$ cat config.mk
export PLATFORM = sky130hd
export DESIGN_NAME = pcx_rle_scanline_decoder_flat
export DESIGN_NICKNAME = d
export VERILOG_FILES = /design/src/hdl/pcxd_pkg.sv /design/src/hdl/pcxd_chan_if.sv /design/src/hdl/pcxd_ctrl.sv /design/src/hdl/pcxd_dp.sv /design/src/hdl/pcx_rle_scanline_decoder.sv /design/src/flat_wrapper.sv
export SDC_FILE = /design/constraint.sdc
export NUM_CORES = 1
export LEC_CHECK = 0
export CORE_MARGIN = 1
export CORE_UTILIZATION = 65
export CTS_CLUSTER_DIAMETER = 40
export CTS_CLUSTER_SIZE = 28
export DETAILED_ROUTE_END_ITERATION = 8
export DONT_BUFFER_PORTS = 1
export HOLD_SLACK_MARGIN = 0.06
export PLACE_DENSITY = 0.85
export RECOVER_POWER = 50
export SLEW_MARGIN = 20
export SYNTH_ARGS = -nofsm -noshare
export SYNTH_HDL_FRONTEND = slang
export SYNTH_SLANG_ARGS = --single-unit
$ cat constraint.sdc
create_clock -name clk -period 7.3 [get_ports clk]
set_clock_uncertainty 0.05 [all_clocks]
set_input_delay 0.365 -clock clk [delete_from_list [all_inputs] [get_ports clk]]
set_output_delay 0.365 -clock clk [all_outputs]
set_load 0.005 [all_outputs]
$ cat src/hdl/pcxd_pkg.sv
// Shared types, codes and constants for the PCX run-length scanline decoder.
`timescale 1ns / 1ps
`default_nettype none
package pcxd_pkg;

  localparam int COUNT_WIDTH_DEF = 16;
  localparam int OFFSET_W        = 18;
  localparam int RUN_W           = 6;

  // A byte at or above this value opens a run; its low bits are the count.
  localparam logic [7:0]  RUN_MARK = 8'd192;

  localparam logic [15:0] LINE_LENGTH_RST  = 16'd1;
  localparam logic [15:0] PAD_LENGTH_RST   = 16'd0;
  localparam logic [2:0]  PIXEL_STRIDE_RST = 3'd1;

  typedef enum logic [1:0] {
    ERR_NONE    = 2'd0,
    ERR_TRUNC   = 2'd1,
    ERR_OVERRUN = 2'd2
  } err_t;

  typedef enum logic [1:0] {
    REG_LINE_LENGTH  = 2'd0,
    REG_PAD_LENGTH   = 2'd1,
    REG_PIXEL_STRIDE = 2'd2
  } reg_idx_t;

  typedef enum logic [1:0] {
    ST_IDLE,
    ST_CALC,
    ST_EMIT,
    ST_STATUS
  } state_t;

  typedef struct packed {
    logic [7:0] code_byte;
    logic       end_of_data;
  } code_t;

  typedef struct packed {
    logic                pixel_valid;
    logic [7:0]          pixel_value;
    logic [OFFSET_W-1:0] dest_offset;
    logic                line_done;
    err_t                error_code;
    logic                last;
  } pix_t;

  typedef struct packed {
    logic [1:0]  index;
    logic [15:0] data;
  } cfg_t;

  // Controller to datapath
  typedef struct packed {
    logic accept;
    logic calc;
    logic emit_pixel;
    logic emit_status;
  } cmd_t;

  // Datapath to controller
  typedef struct packed {
    logic is_header;
    logic kept_zero;
    logic fin;
    logic cnt_one;
    logic out_free;
  } sts_t;

endpackage
`default_nettype wire

$ cat src/hdl/pcxd_chan_if.sv
// Valid/ready channel interface carrying one payload word.
`timescale 1ns / 1ps
`default_nettype none
interface pcxd_chan_if #(
  parameter type T = logic
) ();
  logic valid;
  logic ready;
  T     data;

  modport source (output valid, output data, input ready);
  modport sink   (input valid, input data, output ready);
endinterface
`default_nettype wire

$ cat src/hdl/pcxd_ctrl.sv
// Controller state machine: sequences accept, compute, pixel emit and status emit.
`timescale 1ns / 1ps
`default_nettype none
module pcxd_ctrl
  import pcxd_pkg::*;
(
  input  logic clk,
  input  logic rst,
  input  logic in_valid,
  output logic in_ready,
  input  sts_t sts,
  output cmd_t cmd
);

  state_t state, state_next;

  always_ff @(posedge clk) begin
    if (rst) begin
      state <= ST_IDLE;
    end else begin
      state <= state_next;
    end
  end

  always_comb begin
    state_next = state;
    cmd        = '0;
    in_ready   = 1'b0;
    case (state)
      ST_IDLE: begin
        in_ready = 1'b1;
        if (in_valid) begin
          cmd.accept = 1'b1;
          // a run header only arms the next byte
          if (!sts.is_header) state_next = ST_CALC;
        end
      end
      ST_CALC: begin
        cmd.calc = 1'b1;
        if (!sts.kept_zero)  state_next = ST_EMIT;
        else if (sts.fin)    state_next = ST_STATUS;
        else                 state_next = ST_IDLE;
      end
      ST_EMIT: begin
        if (sts.out_free) begin
          cmd.emit_pixel = 1'b1;
          if (sts.cnt_one) state_next = ST_IDLE;
        end
      end
      ST_STATUS: begin
        if (sts.out_free) begin
          cmd.emit_status = 1'b1;
          state_next      = ST_IDLE;
        end
      end
      default: state_next = ST_IDLE;
    endcase
  end

endmodule
`default_nettype wire

$ cat src/hdl/pcxd_dp.sv
// Datapath: config registers, line counters, run decode and output register.
`timescale 1ns / 1ps
`default_nettype none
module pcxd_dp
  import pcxd_pkg::*;
#(
  parameter int COUNT_WIDTH = COUNT_WIDTH_DEF
) (
  input  logic  clk,
  input  logic  rst,
  input  logic  cfg_valid,
  input  cfg_t  cfg_data,
  input  code_t in_data,
  input  cmd_t  cmd,
  output sts_t  sts,
  output logic  out_valid,
  input  logic  out_ready,
  output pix_t  out_data
);

  localparam int CW = COUNT_WIDTH;

  logic [15:0]         line_length;
  logic [15:0]         pad_length;
  logic [2:0]          pixel_stride;

  logic                awaiting;
  logic [RUN_W-1:0]    pending;
  logic [CW-1:0]       keep_rem;
  logic [CW-1:0]       skip_rem;
  logic [OFFSET_W-1:0] offset;

  logic [RUN_W-1:0]    cnt;       // count of the item in flight
  logic [7:0]          value;
  logic                eod;
  logic [RUN_W-1:0]    emit_cnt;  // kept bytes still to send
  logic                fin_done;
  err_t                fin_err;

  logic [CW-1:0]       keep_load;
  logic [CW-1:0]       skip_load;
  logic [RUN_W-1:0]    kept_c;
  logic [RUN_W-1:0]    spill_c;
  logic                err_c;
  logic [CW-1:0]       keep_new;
  logic [CW-1:0]       skip_new;
  logic                done_c;
  logic                fin_c;
  logic                out_load;

  // Reload values; a zero line length keeps one byte.
  always_comb begin
    keep_load = CW'(line_length);
    if (keep_load == '0) keep_load = CW'(1);
    skip_load = CW'(pad_length);
  end

  // Split of the count into kept part and the part that lands in the pad.
  always_comb begin
    if (keep_rem == '0)                 kept_c = '0;
    else if (CW'(cnt) < keep_rem)       kept_c = cnt;
    else                                kept_c = RUN_W'(keep_rem);
    spill_c  = cnt - kept_c;
    err_c    = CW'(spill_c) > skip_rem;
    keep_new = keep_rem - CW'(kept_c);
    skip_new = skip_rem - CW'(spill_c);
    done_c   = !err_c && (keep_new == '0) && (skip_new == '0);
    fin_c    = eod || err_c || done_c;
  end

  assign sts.is_header = !in_data.end_of_data && !awaiting && (in_data.code_byte >= RUN_MARK);
  assign sts.kept_zero = eod || (kept_c == '0);
  assign sts.fin       = fin_c;
  assign sts.cnt_one   = (emit_cnt == RUN_W'(1));
  assign sts.out_free  = !out_valid || out_ready;

  assign out_load = cmd.emit_pixel || cmd.emit_status;

  always_ff @(posedge clk) begin
    if (rst) begin
      line_length  <= LINE_LENGTH_RST;
      pad_length   <= PAD_LENGTH_RST;
      pixel_stride <= PIXEL_STRIDE_RST;
    end else if (cfg_valid) begin
      case (reg_idx_t'(cfg_data.index))
        REG_LINE_LENGTH:  line_length  <= cfg_data.data;
        REG_PAD_LENGTH:   pad_length   <= cfg_data.data;
        REG_PIXEL_STRIDE: pixel_stride <= cfg_data.data[2:0];
        default: ;
      endcase
    end
  end

  always_ff @(posedge clk) begin
    if (rst) begin
      awaiting  <= 1'b0;
      pending   <= '0;
      keep_rem  <= CW'(LINE_LENGTH_RST);
      skip_rem  <= CW'(PAD_LENGTH_RST);
      offset    <= '0;
      out_valid <= 1'b0;
      emit_cnt  <= '0;
    end else begin
      if (cmd.accept) begin
        if (in_data.end_of_data) begin
          awaiting <= 1'b0;
          pending  <= '0;
        end else if (sts.is_header) begin
          awaiting <= 1'b1;
          pending  <= in_data.code_byte[RUN_W-1:0];
        end else begin
          awaiting <= 1'b0;
          pending  <= '0;
        end
      end
      if (cmd.calc) begin
        emit_cnt <= eod ? '0 : kept_c;
        if (fin_c) begin
          keep_rem <= keep_load;
          skip_rem <= skip_load;
        end else begin
          keep_rem <= keep_new;
          skip_rem <= skip_new;
        end
      end
      if (cmd.emit_pixel) begin
        emit_cnt <= emit_cnt - RUN_W'(1);
        if (sts.cnt_one && (fin_done || fin_err != ERR_NONE)) begin
          offset <= '0;
        end else begin
          offset <= offset + OFFSET_W'(pixel_stride);
        end
      end
      if (cmd.emit_status) offset <= '0;
      if (out_load)        out_valid <= 1'b1;
      else if (out_ready)  out_valid <= 1'b0;
    end
  end

  // Payload registers
  always_ff @(posedge clk) begin
    if (cmd.accept) begin
      eod   <= in_data.end_of_data;
      value <= in_data.code_byte;
      cnt   <= awaiting ? pending : RUN_W'(1);
    end
    if (cmd.calc) begin
      fin_done <= !eod && done_c;
      if (eod)        fin_err <= ERR_TRUNC;
      else if (err_c) fin_err <= ERR_OVERRUN;
      else            fin_err <= ERR_NONE;
    end
    if (cmd.emit_pixel) begin
      out_data.pixel_valid <= 1'b1;
      out_data.pixel_value <= value;
      out_data.dest_offset <= offset;
      out_data.line_done   <= sts.cnt_one && fin_done;
      out_data.error_code  <= sts.cnt_one ? fin_err : ERR_NONE;
      out_data.last        <= sts.cnt_one;
    end else if (cmd.emit_status) begin
      out_data.pixel_valid <= 1'b0;
      out_data.pixel_value <= '0;
      out_data.dest_offset <= '0;
      out_data.line_done   <= fin_done;
      out_data.error_code  <= fin_err;
      out_data.last        <= 1'b1;
    end
  end

endmodule
`default_nettype wire

$ cat src/hdl/pcx_rle_scanline_decoder.sv
// Top level of the PCX run-length scanline decoder.
// A literal is accepted in ST_IDLE and decoded in ST_CALC, and a kept pixel is loaded in ST_EMIT;
// a run header is only accepted. A run value byte sends its kept pixel words, one pixel word per cycle
//   from the shared output register while the sink is ready.
// Status-only words (line done, truncated, run overflow) are loaded in ST_STATUS after ST_CALC.
// Reset (rst, synchronous, active high) loads register defaults and clears line state.
`timescale 1ns / 1ps
`default_nettype none
module pcx_rle_scanline_decoder
  import pcxd_pkg::*;
#(
  parameter int COUNT_WIDTH = COUNT_WIDTH_DEF
) (
  input  logic       clk,
  input  logic       rst,
  pcxd_chan_if.sink   cfg,    // register writes, always ready
  pcxd_chan_if.sink   code,   // compressed byte words
  pcxd_chan_if.source pixel   // decoded pixel and status words
);

  cmd_t cmd;
  sts_t sts;

  // Config writes are registered directly, so the port never stalls.
  assign cfg.ready = 1'b1;

  // Controller owns only the input handshake and sequencing.
  pcxd_ctrl u_ctrl (
    .clk      (clk),
    .rst      (rst),
    .in_valid (code.valid),
    .in_ready (code.ready),
    .sts      (sts),
    .cmd      (cmd)
  );

  // Datapath holds counters, the decoded byte and the output register.
  pcxd_dp #(
    .COUNT_WIDTH (COUNT_WIDTH)
  ) u_dp (
    .clk       (clk),
    .rst       (rst),
    .cfg_valid (cfg.valid),
    .cfg_data  (cfg.data),
    .in_data   (code.data),
    .cmd       (cmd),
    .sts       (sts),
    .out_valid (pixel.valid),
    .out_ready (pixel.ready),
    .out_data  (pixel.data)
  );

endmodule
`default_nettype wire

$ cat src/flat_wrapper.sv
// flat-port wrapper written by rule: the top's interface ports become plain ports
module pcx_rle_scanline_decoder_flat import pcxd_pkg::*;
#(
  parameter int COUNT_WIDTH = COUNT_WIDTH_DEF
)
  (clk, rst, cfg_valid, cfg_data, cfg_ready, code_valid, code_data, code_ready, pixel_valid, pixel_data, pixel_ready);
  pcxd_chan_if cfg_i ();
  pcxd_chan_if code_i ();
  pcxd_chan_if pixel_i ();
  input  logic clk;
  input  logic rst;
  input wire logic [$bits(cfg_i.valid)-1:0] cfg_valid;
  input wire logic [$bits(cfg_i.data)-1:0] cfg_data;
  output wire logic [$bits(cfg_i.ready)-1:0] cfg_ready;
  input wire logic [$bits(code_i.valid)-1:0] code_valid;
  input wire logic [$bits(code_i.data)-1:0] code_data;
  output wire logic [$bits(code_i.ready)-1:0] code_ready;
  output wire logic [$bits(pixel_i.valid)-1:0] pixel_valid;
  output wire logic [$bits(pixel_i.data)-1:0] pixel_data;
  input wire logic [$bits(pixel_i.ready)-1:0] pixel_ready;
  assign cfg_i.valid = cfg_valid;
  assign cfg_i.data = cfg_data;
  assign cfg_ready = cfg_i.ready;
  assign code_i.valid = code_valid;
  assign code_i.data = code_data;
  assign code_ready = code_i.ready;
  assign pixel_valid = pixel_i.valid;
  assign pixel_data = pixel_i.data;
  assign pixel_i.ready = pixel_ready;
  pcx_rle_scanline_decoder #(.COUNT_WIDTH(COUNT_WIDTH)) u_core (.clk(clk), .rst(rst), .cfg(cfg_i), .code(code_i), .pixel(pixel_i));
endmodule
==> impl_metrics.py, run 1 <==
metrics = {
    "placement": {
        "place_congestion": 0.9649,
        "numPortBuffers": 0,
        "hpwl_um": 4732,
        "dp_cells": 398,
    },
    "clock_tree": {
        "cts_setup_buffers": 0,
        "cts_sinks": 43,
        "cts-htree-levels": 2,
        "cts_inserted_buffers": 5,
        "hold_buffers": 0,
        "cts-root-buf": "clkbuf_8",
        "cts_tree": "built",
        "cts.clk_slew.worst_paths_ns": 0.09,
        "worstSkewPairLatency_ns": 0.30,
        "ctsLongestPathBuffers": 2,
        "post_cts_resized": 0,
    },
    "timing": {
        "final.period_utilization": 0.7281,
        "setup_tns_ns": 0,
        "max_slew_margin": 0.1784,
        "final_max_slew_viol_count": 0,
        "tightest_slew_ns": 1.227,
        "setup_violations": 0,
        "max_freq_mhz": 188.1,
        "rsz0062_at_grt": "no",
        "min_period_ns": 5.315,
        "hold_violations": 0,
    },
    "floorplan": {
        "coreArea_um2": 4058,
        "die_w_um": 67.36,
        "die_area_um2": 4537,
        "start_util": 0.6842,
        "num_rows": 23,
        "io_pins": 11,
        "die-height_um": 67.36,
    },
    "pwr": {
        "ir_drop_uv": 294.4,
        "power_density_nw_per_um2": 372.5,
        "leakage_uw": 0.001190,
    },
    "drt": {
        "drc": 0,
        "drt-pass1-iter-count": 5,
        "routed_wl_um": 6512,
        "num_vias": 2605,
        "vias_per_cell": 6.416,
        "drt_iter0_drc": 206,
        "antenna_left": 0,
        "wl_per_cell_um": 16.04,
    },
    "logic_synthesis": {
        "ys_top_cells_by_area": "dfxtp_1, ha_1, nor2_1",
        "syn_area_um2": 2776,
        "yosysSeqAreaShare": 0.3173,
        "synth_area_leader_cell": "dfxtp_1",
        "synth_edf_count": 2,
        "yosysTopAreaCellShare": 0.2956,
        "ys_types": 57,
        "syn_inst": 355,
        "syn_avg_cell_area_um2": 7.821,
        "async_reset_ff_frac": 0,
        "ys_seq_elements": 43,
        "ys_warn_count": 0,
        "synthFlopType": "dfxtp_1",
    },
    "critical_path": {
        "cp-start-kind": "flop",
        "worstPathMaxFanout": 10,
        "end_kind": "flop",
        "crit_type": "reg2reg",
        "crit_arrival_ns": 5.45,
        "worstPathRequired_ns": 7.43,
    },
    "finish": {
        "fillers": 332,
        "area_growth_syn_to_layout_pct": 3.110,
        "fin_nets": 379,
        "utilization": 0.7055,
        "drive_gt1_frac": 0.04494,
        "antenna_cells": 0,
        "fin_cells": 406,
    },
    "worst_hold_path": {
        "hp-class": "in2reg",
    },
    "global_routing": {
        "grt_usage": 0.3182,
        "antenna_found_initial": 0,
        "grt_overflow": 0,
        "grt_pass1_wl_um": 10810,
        "grt_max_degree": 21,
        "grt_pass1_vias": 2259,
    },
    "run": {
        "drv_cap": 0,
    },
    "run_status": {
        "status": "completed",
    },
}
layout by cell type (no fill, tap or decap), types with 6 or more instances in the layout:
cell type and instances:
a21oi_1 22, a22oi_1 6, a31oi_1 9, conb_1 12, dfxtp_1 41, ha_1 15
inv_1 12, nand2_1 37, nand3_1 9, nor2_1 43, nor3_1 16, nor4_1 9
o21ai_0 14, o21ai_1 6, o31ai_1 8, or3_1 10, xnor2_1 7
cells in the mapped netlist (all sizes together), types with 10 or more instances:
| master | instances |
|---|---|
| a21oi | 23 |
| clkbuf | 10 |
| dfxtp | 41 |
| ha | 15 |
| inv | 12 |
| nand2 | 38 |
| nor2 | 43 |
| nor3 | 16 |
| o21ai | 20 |
| or3 | 10 |
per-layer routing:
metal,track usage,wire (um)
met1,0.4573,3095
met2,0.4888,2865
met3,0.05743,459
met4,0.07447,92
met5,0,0
where the power goes:
group / switching, uW / internal [uW] / total, uW
clock: 85.7 / 67.0 / 153
sequential: 68.1 / 289 / 357
combinational: 334 / 223 / 557
stage by stage:
stage          area (um2)  total power, uW  hold slack (ns)  setup WS (ns)
6_report             2863             1066          0.07450          1.985
5_1_grt              2863             1144          0.06312          1.719
4_1_cts              2870             1066          0.07121          2.173
3_5_place_dp         2785            909.4           0.3899          2.209
3_3_place_gp         2785            902.4           0.3856          2.245
2_1_floorplan        2814            808.1           0.3803          2.891
worst max-delay path, stage by stage (launching register included):
cell and delay (ns):
dfxtp_1 0.40, or4_1 0.62, or4_1 0.52, nor3_1 0.59, inv_1 0.10, ha_1 0.21, inv_1 0.07, fa_1 0.45
nor4bb_1 0.34, nand4b_1 0.13, nor4_1 0.28, o2111ai_1 0.14, or4_1 0.44, o31a_1 0.45, a21oi_4 0.31, o22ai_1 0.12
worst paths after layout:
| path | start | to | slack [ns] | depth (start not counted) |
|---|---|---|---|---|
| min reg2reg | u_core.u_dp.skip_rem[4]$_SDFFE_PP0P_ | u_core.u_dp.skip_rem[4]$_SDFFE_PP0P_ | 0.42 | 2 |
| min | rst | u_core.u_dp.emit_cnt[0]$_SDFFE_PP0P_ | 0.07 | 1 |
| max | u_core.u_dp.keep_rem[7]$_SDFFE_PP0P_ | u_core.u_dp.keep_rem[13]$_SDFFE_PP0P_ | 1.98 | 15 |
| max reg2reg | u_core.u_dp.keep_rem[7]$_SDFFE_PP0P_ | u_core.u_dp.keep_rem[13]$_SDFFE_PP0P_ | 1.98 | 15 |
final cells by class:
class                           count  area, um2  share of cell area
Inverter                           12      45.04             0.01573
Sequential cell                    43      880.8              0.3077
Tap cell                           50      62.56             0.02185
Multi-Input combinational cell    292       1782              0.6224
Clock inverter                      2      12.51            0.004371
Timing Repair Buffer                1      7.507            0.002622
Clock buffer                        6      72.57             0.02535
cells by family (layout without fill, tap and decap cells):
kind of cell               count (synthesis)  in the layout  share of synthesized area
other                                      2             12                   0.002705
buffers and inverters                     30             21                    0.05183
AOI/OAI and AO/OA                         96             96                     0.2280
and+or+nand+nor                          155            155                     0.2803
DFF                                       43             43                     0.3173
adders and majority gates                 17             17                    0.08202
xor gates and xnor gates                  12             12                    0.03785
sequential cells by signal, indices dropped and copies added, names as in the netlist:
| name | cells |
|---|---|
| u_core.u_dp.keep_rem | 16 |
| u_core.u_dp.skip_rem | 16 |
| u_core.u_dp.emit_cnt | 6 |
| u_core.u_ctrl.state | 2 |
| u_core.u_dp.eod | 1 |
| u_core.u_dp.out_data | 1 |
| u_core.u_dp.out_valid | 1 |
No activity file was read; power rests on OpenSTA's default activity.
==> inputs of run 2 (changes only) <==
--- a/config.mk
+++ b/config.mk
@@ -6,13 +6,13 @@
 export NUM_CORES = 1
 export LEC_CHECK = 0
 export CORE_MARGIN = 1
-export CORE_UTILIZATION = 65
+export CORE_UTILIZATION = 64
 export CTS_CLUSTER_DIAMETER = 40
 export CTS_CLUSTER_SIZE = 28
 export DETAILED_ROUTE_END_ITERATION = 8
 export DONT_BUFFER_PORTS = 1
 export HOLD_SLACK_MARGIN = 0.06
-export PLACE_DENSITY = 0.85
+export PLACE_DENSITY = 0.84
 export RECOVER_POWER = 50
 export SLEW_MARGIN = 20
 export SYNTH_ARGS = -nofsm -noshare
==> constraint.sdc (replaced) <==
create_clock -name clk -period 4.9 [get_ports clk]
set_clock_uncertainty 0.05 [all_clocks]
set_input_delay 0.245 -clock clk [delete_from_list [all_inputs] [get_ports clk]]
set_output_delay 0.245 -clock clk [all_outputs]
set_load 0.005 [all_outputs]
==> impl_metrics.py, run 2 (synthesis gave the netlist of run 1 again) <==
metrics = {
    "finish": {
        "drive_gt1_frac": 0.06630,
        "layout_commonest_cell": "nor2_1",
        "reg_top3": "u_core.u_dp.keep_rem x16, u_core.u_dp.skip_rem x16, u_core.u_dp.emit_cnt x6",
        "fillers": 317,
        "fin_nets": 385,
        "multi_input_comb_area_um2": 1802,
        "antenna_cells": 0,
        "mostFrequentLayoutCells": "nor2_1, dfxtp_1, nand2_1",
        "fin_cells": 412,
        "area_growth_syn_to_layout_pct": 5.498,
        "final_cell_area_um2": 2929,
        "seqCellArea_um2": 880.8,
    },
    "pwr": {
        "combPwrFrac": 0.543,
        "p_sw_uw": 754.8,
        "power_uw": 1656,
        "ir_drop_uv": 367.1,
        "clock_power_share": 0.137,
        "intPower_uw": 900.8,
        "leakage_uw": 0.001217,
        "p_sw_frac": 0.4559,
        "seqPwrFrac": 0.320,
        "power_density_nw_per_um2": 565.2,
    },
    "global_routing": {
        "use_met3": 0.06667,
        "grtUsageMet2": 0.5050,
        "use_met1": 0.4237,
        "grt_overflow": 0,
        "top_usage_layer": "met2",
        "grt_usage": 0.3209,
        "grt_pass1_vias": 2364,
        "grt_pass1_wl_um": 11010,
        "antenna_found_initial": 0,
        "grt_max_degree": 15,
    },
    "timing": {
        "max_slew_margin": 0.4935,
        "final_max_slew_viol_count": 0,
        "min_period_ns": 4.618,
        "setup_tns_ns": 0,
        "rsz0062_at_grt": "no",
        "setup_violations": 0,
        "hold_violations": 0,
        "final.period_utilization": 0.9425,
        "tightest_slew_ns": 0.7570,
        "max_freq_mhz": 216.5,
    },
    "placement": {
        "hpwl_um": 4906,
        "place_congestion": 0.9070,
        "place_area_um2": 2815,
        "numPortBuffers": 0,
        "dp_cells": 402,
    },
    "clock_tree": {
        "cts_setup_buffers": 0,
        "ctsLongestPathBuffers": 2,
        "cts-root-buf": "clkbuf_8",
        "worstSkewPairLatency_ns": 0.31,
        "cts-htree-levels": 2,
        "cts_inserted_buffers": 5,
        "cts.clk_slew.worst_paths_ns": 0.08,
        "cts_sinks": 43,
        "cts_tree": "built",
    },
    "floorplan": {
        "num_rows": 23,
        "die-height_um": 67.87,
        "start_util": 0.6794,
        "die_w_um": 67.87,
        "coreArea_um2": 4086,
        "io_pins": 11,
        "die_area_um2": 4606,
    },
    "critical_path": {
        "reg2reg_slack_ns": 0.28,
        "crit_type": "reg2reg",
        "cp-start-kind": "flop",
        "end_kind": "flop",
        "worstPathRequired_ns": 5.04,
        "crit_arrival_ns": 4.76,
        "worstPathMaxFanout": 10,
    },
    "drt": {
        "drc": 0,
        "num_vias": 2703,
        "antenna_left": 0,
        "vias_per_cell": 6.561,
        "wl_per_cell_um": 16.53,
        "drt-pass1-iter-count": 5,
        "routed_wl_um": 6809,
        "drt_iter0_drc": 229,
    },
    "run_status": {
        "status": "completed",
    },
    "run": {
        "drv_cap": 0,
    },
    "worst_hold_path": {
        "hp-class": "in2reg",
    },
}
==> run 2: path summary, 6_finish.rpt <==
path | start | to | cells past startpoint
worst max-delay path | u_core.u_dp.keep_rem[10]$_SDFFE_PP0P_ | u_core.u_dp.keep_rem[13]$_SDFFE_PP0P_ | 15
worst min register to register | u_core.u_dp.skip_rem[2]$_SDFFE_PP0P_ | u_core.u_dp.skip_rem[2]$_SDFFE_PP0P_ | 2
worst max register to register | u_core.u_dp.keep_rem[10]$_SDFFE_PP0P_ | u_core.u_dp.keep_rem[13]$_SDFFE_PP0P_ | 15
worst min-delay path | rst | u_core.u_dp.keep_rem[11]$_SDFFE_PP0P_ | 3
==> run 2: layer usage <==
| metal | routed length, um | vias to the layer above |
|---|---|---|
| met2 | 3059 | 124 |
| li1 | - | 1301 |
| met4 | 201 | 0 |
| met5 | 0 | - |
| met1 | 3076 | 1255 |
| met3 | 472 | 23 |
==> run 2: area by class of cell <==
class                           count  area share
Multi-Input combinational cell    292      0.6151
Clock buffer                        6     0.02478
Timing Repair Buffer                7     0.01837
Sequential cell                    43      0.3007
Inverter                           12     0.01538
Clock inverter                      2    0.004272
Tap cell                           50     0.02136
==> run 2: through the flow <==
| stage | hold WS [ns] | util | worst slack [ns] |
|---|---|---|---|
| final | 0.08945 | 0.7168 | 0.2816 |
| after global routing | 0.09739 | 0.7168 | 0.02653 |
| after CTS | 0.09041 | 0.7146 | 0.1734 |
| after detailed placement | 0.2686 | 0.6889 | 0.2173 |
| after global placement | 0.2673 | 0.6889 | 0.2174 |
| after floorplan | 0.2939 | - | 0.4908 |
==> run 2: power groups by stage <==
stage          Combinational, uW  Sequential [uW]  Clock [uW]
2_1_floorplan                708              496           0
5_1_grt                      986              539         241
3_5_place_dp                 852              532           0
3_3_place_gp                 837              528           0
4_1_cts                      864              524         228
6_report                     899              530         226
==> run 2: repair_timing <==
| item | CTS | global route |
|---|---|---|
| hold buffers | 2 | 0 |
| resized for setup | 0 | 2 |
| setup endpoints to repair | 0 | 14 |
| hold endpoints to repair | 14 | 0 |
==> run 2: worst max-delay path: stages (launching register included) <==
cell and delay (ns):
dfxtp_1 0.35, or4_4 0.58, or4_4 0.48, nor3_2 0.21, inv_1 0.06, ha_1 0.19
inv_1 0.06, fa_1 0.43, nor4bb_1 0.28, nand4b_1 0.12, nor4_1 0.28, o2111ai_1 0.14
or4_1 0.45, o31a_2 0.44, a21oi_4 0.27, o22ai_1 0.12
==> inputs of run 3 (changes only) <==
--- a/config.mk
+++ b/config.mk
@@ -12,6 +12,7 @@
 export DETAILED_ROUTE_END_ITERATION = 8
 export DONT_BUFFER_PORTS = 1
 export HOLD_SLACK_MARGIN = 0.06
+export MAX_ROUTING_LAYER = met4
 export PLACE_DENSITY = 0.84
 export RECOVER_POWER = 50
 export SLEW_MARGIN = 20
==> impl_metrics.py, run 3 (synthesis gave the netlist of run 1 again) <==
metrics = {
    "clock_tree": {
        "cts_tree": "built",
        "worstSkewPairLatency_ns": 0.30,
        "cts-htree-levels": 2,
        "cts_setup_buffers": 0,
        "ctsLongestPathBuffers": 2,
        "cts-root-buf": "clkbuf_8",
        "cts.clk_slew.worst_paths_ns": 0.08,
        "cts_inserted_buffers": 5,
        "cts_sinks": 43,
    },
    "timing": {
        "final_max_slew_viol_count": 0,
        "setup_tns_ns": 0,
        "max_freq_mhz": 215.0,
        "hold_violations": 0,
        "tightest_slew_ns": 0.8108,
        "rsz0062_at_grt": "no",
        "max_slew_margin": 0.4575,
        "setup_violations": 0,
        "final.period_utilization": 0.9493,
        "min_period_ns": 4.652,
    },
    "placement": {
        "hpwl_um": 5051,
        "place_congestion": 0.9500,
        "numPortBuffers": 0,
    },
    "global_routing": {
        "use_met3": 0.06500,
        "grtUsageMet2": 0.5198,
        "grt_overflow": 0,
        "use_met1": 0.4287,
        "antenna_found_initial": 0,
        "grt_usage": 0.3394,
        "grt_pass1_wl_um": 11320,
        "grt_max_degree": 15,
        "grt_pass1_vias": 2443,
        "top_usage_layer": "met2",
    },
    "run": {
        "drv_cap": 0,
    },
    "critical_path": {
        "crit_family": "simple AND/OR/NAND/NOR gates",
        "worstPathBufferInverterCount": 2,
        "cpMaxStageDelayCell": "or4_4",
        "end_kind": "flop",
        "slowest_delay_ns": 0.58,
        "worstPathRequired_ns": 5.04,
        "crit_chain": "or4_4, or4_4, nor3_1, inv_1, ha_1, inv_1, fa_1, nor4bb_1, nand4b_1, nor4_1, o2111ai_1, or4_1, o31a_4, a21oi_4, o22ai_1",
        "rr_worst_depth": 15,
        "cp-start-kind": "flop",
        "crit_arrival_ns": 4.79,
        "reg2reg_slack_ns": 0.25,
        "crit_type": "reg2reg",
        "rr_startpoint": "u_core.u_dp.keep_rem[10]$_SDFFE_PP0P_",
        "worstPathMaxFanout": 10,
        "r2r_end": "u_core.u_dp.keep_rem[13]$_SDFFE_PP0P_",
    },
    "floorplan": {
        "io_pins": 11,
        "coreArea_um2": 4086,
        "die_area_um2": 4606,
        "die_w_um": 67.87,
        "die-height_um": 67.87,
        "start_util": 0.6794,
        "num_rows": 23,
    },
    "finish": {
        "drive_gt1_frac": 0.06831,
        "area_growth_syn_to_layout_pct": 6.309,
        "fin_nets": 389,
        "antenna_cells": 0,
        "utilization": 0.7223,
        "reg_top3": "u_core.u_dp.keep_rem x16, u_core.u_dp.skip_rem x16, u_core.u_dp.emit_cnt x6",
        "mostFrequentLayoutCells": "nor2_1, dfxtp_1, nand2_1",
        "fillers": 346,
        "layout_commonest_cell": "nor2_1",
    },
    "drt": {
        "drt_iter0_drc": 252,
        "vias_per_cell": 6.435,
        "routed_wl_um": 6947,
        "drc": 0,
        "num_vias": 2677,
        "drt-pass1-iter-count": 4,
        "wl_per_cell_um": 16.70,
        "antenna_left": 0,
    },
    "pwr": {
        "leakage_uw": 0.001243,
        "ir_drop_uv": 309.2,
        "power_density_nw_per_um2": 560.8,
    },
    "worst_hold_path": {
        "hold_path_end": "u_core.u_dp.keep_rem[11]$_SDFFE_PP0P_",
        "hp-start": "rst",
        "holdPathStages": 3,
        "hp-class": "in2reg",
    },
    "run_status": {
        "status": "completed",
    },
}
run 3: worst max path at each step:
| stage | start | to | cells after the start |
|---|---|---|---|
| after detailed placement | u_core.u_dp.keep_rem[10]$_SDFFE_PP0P_ | u_core.u_dp.keep_rem[13]$_SDFFE_PP0P_ | 15 |
| after global routing | u_core.u_dp.keep_rem[10]$_SDFFE_PP0P_ | u_core.u_dp.keep_rem[13]$_SDFFE_PP0P_ | 15 |
| after CTS | u_core.u_dp.keep_rem[10]$_SDFFE_PP0P_ | u_core.u_dp.keep_rem[13]$_SDFFE_PP0P_ | 15 |
| after floorplan | u_core.u_dp.keep_rem[7]$_SDFFE_PP0P_ | u_core.u_dp.keep_rem[13]$_SDFFE_PP0P_ | 17 |
| final | u_core.u_dp.keep_rem[10]$_SDFFE_PP0P_ | u_core.u_dp.keep_rem[13]$_SDFFE_PP0P_ | 15 |
| after global placement | u_core.u_dp.keep_rem[10]$_SDFFE_PP0P_ | u_core.u_dp.keep_rem[13]$_SDFFE_PP0P_ | 15 |
run 3: per-stage QoR:
| stage | hold slack, ns | worst slack (ns) | instance area, um2 | cells | power, uW |
|---|---|---|---|---|---|
| after global routing | 0.1037 | 0.05669 | 2952 | 416 | 1783 |
| after CTS | 0.08438 | 0.1567 | 2950 | 416 | 1640 |
| after global placement | 0.2677 | 0.2201 | 2845 | 406 | 1388 |
| final | 0.09478 | 0.2484 | 2952 | 416 | 1655 |
| after floorplan | 0.2939 | 0.4908 | 2814 | 365 | 1204 |
| after detailed placement | 0.2686 | 0.2166 | 2845 | 406 | 1405 |
run 3: power breakdown:
part | total [uW] | internal, uW | switching [uW]
Combinational | 907 | 379 | 528
Clock | 225 | 99.7 | 125
Sequential | 523 | 430 | 93.1
run 3: worst min-delay path, cell delays in order:
cell and delay (ns):
nor3_1 0.03, nor2_1 0.08, a31oi_1 0.05
run 3: per-layer routing:
metal / vias up / routed length (um)
met2: 99 / 3204
met4: 0 / 199
met5: - / 0
li1: 1309 / -
met3: 21 / 452
met1: 1248 / 3092
run 3: final cells by class:
type	count	area, um2	area share
clock buffer	6	72.57	0.02459
timing repair buffer	11	80.08	0.02713
clock inverter	2	12.51	0.004239
tap	50	62.56	0.02120
inverter	12	45.04	0.01526
sequential	43	880.8	0.2984
multi-input combinational	292	1798	0.6092
run 3: timing repair:
action	in CTS	in global routing
endpoints found under the setup margin	0	14
resized for setup	0	2
hold buffers	2	0
endpoints found under the hold margin	14	0
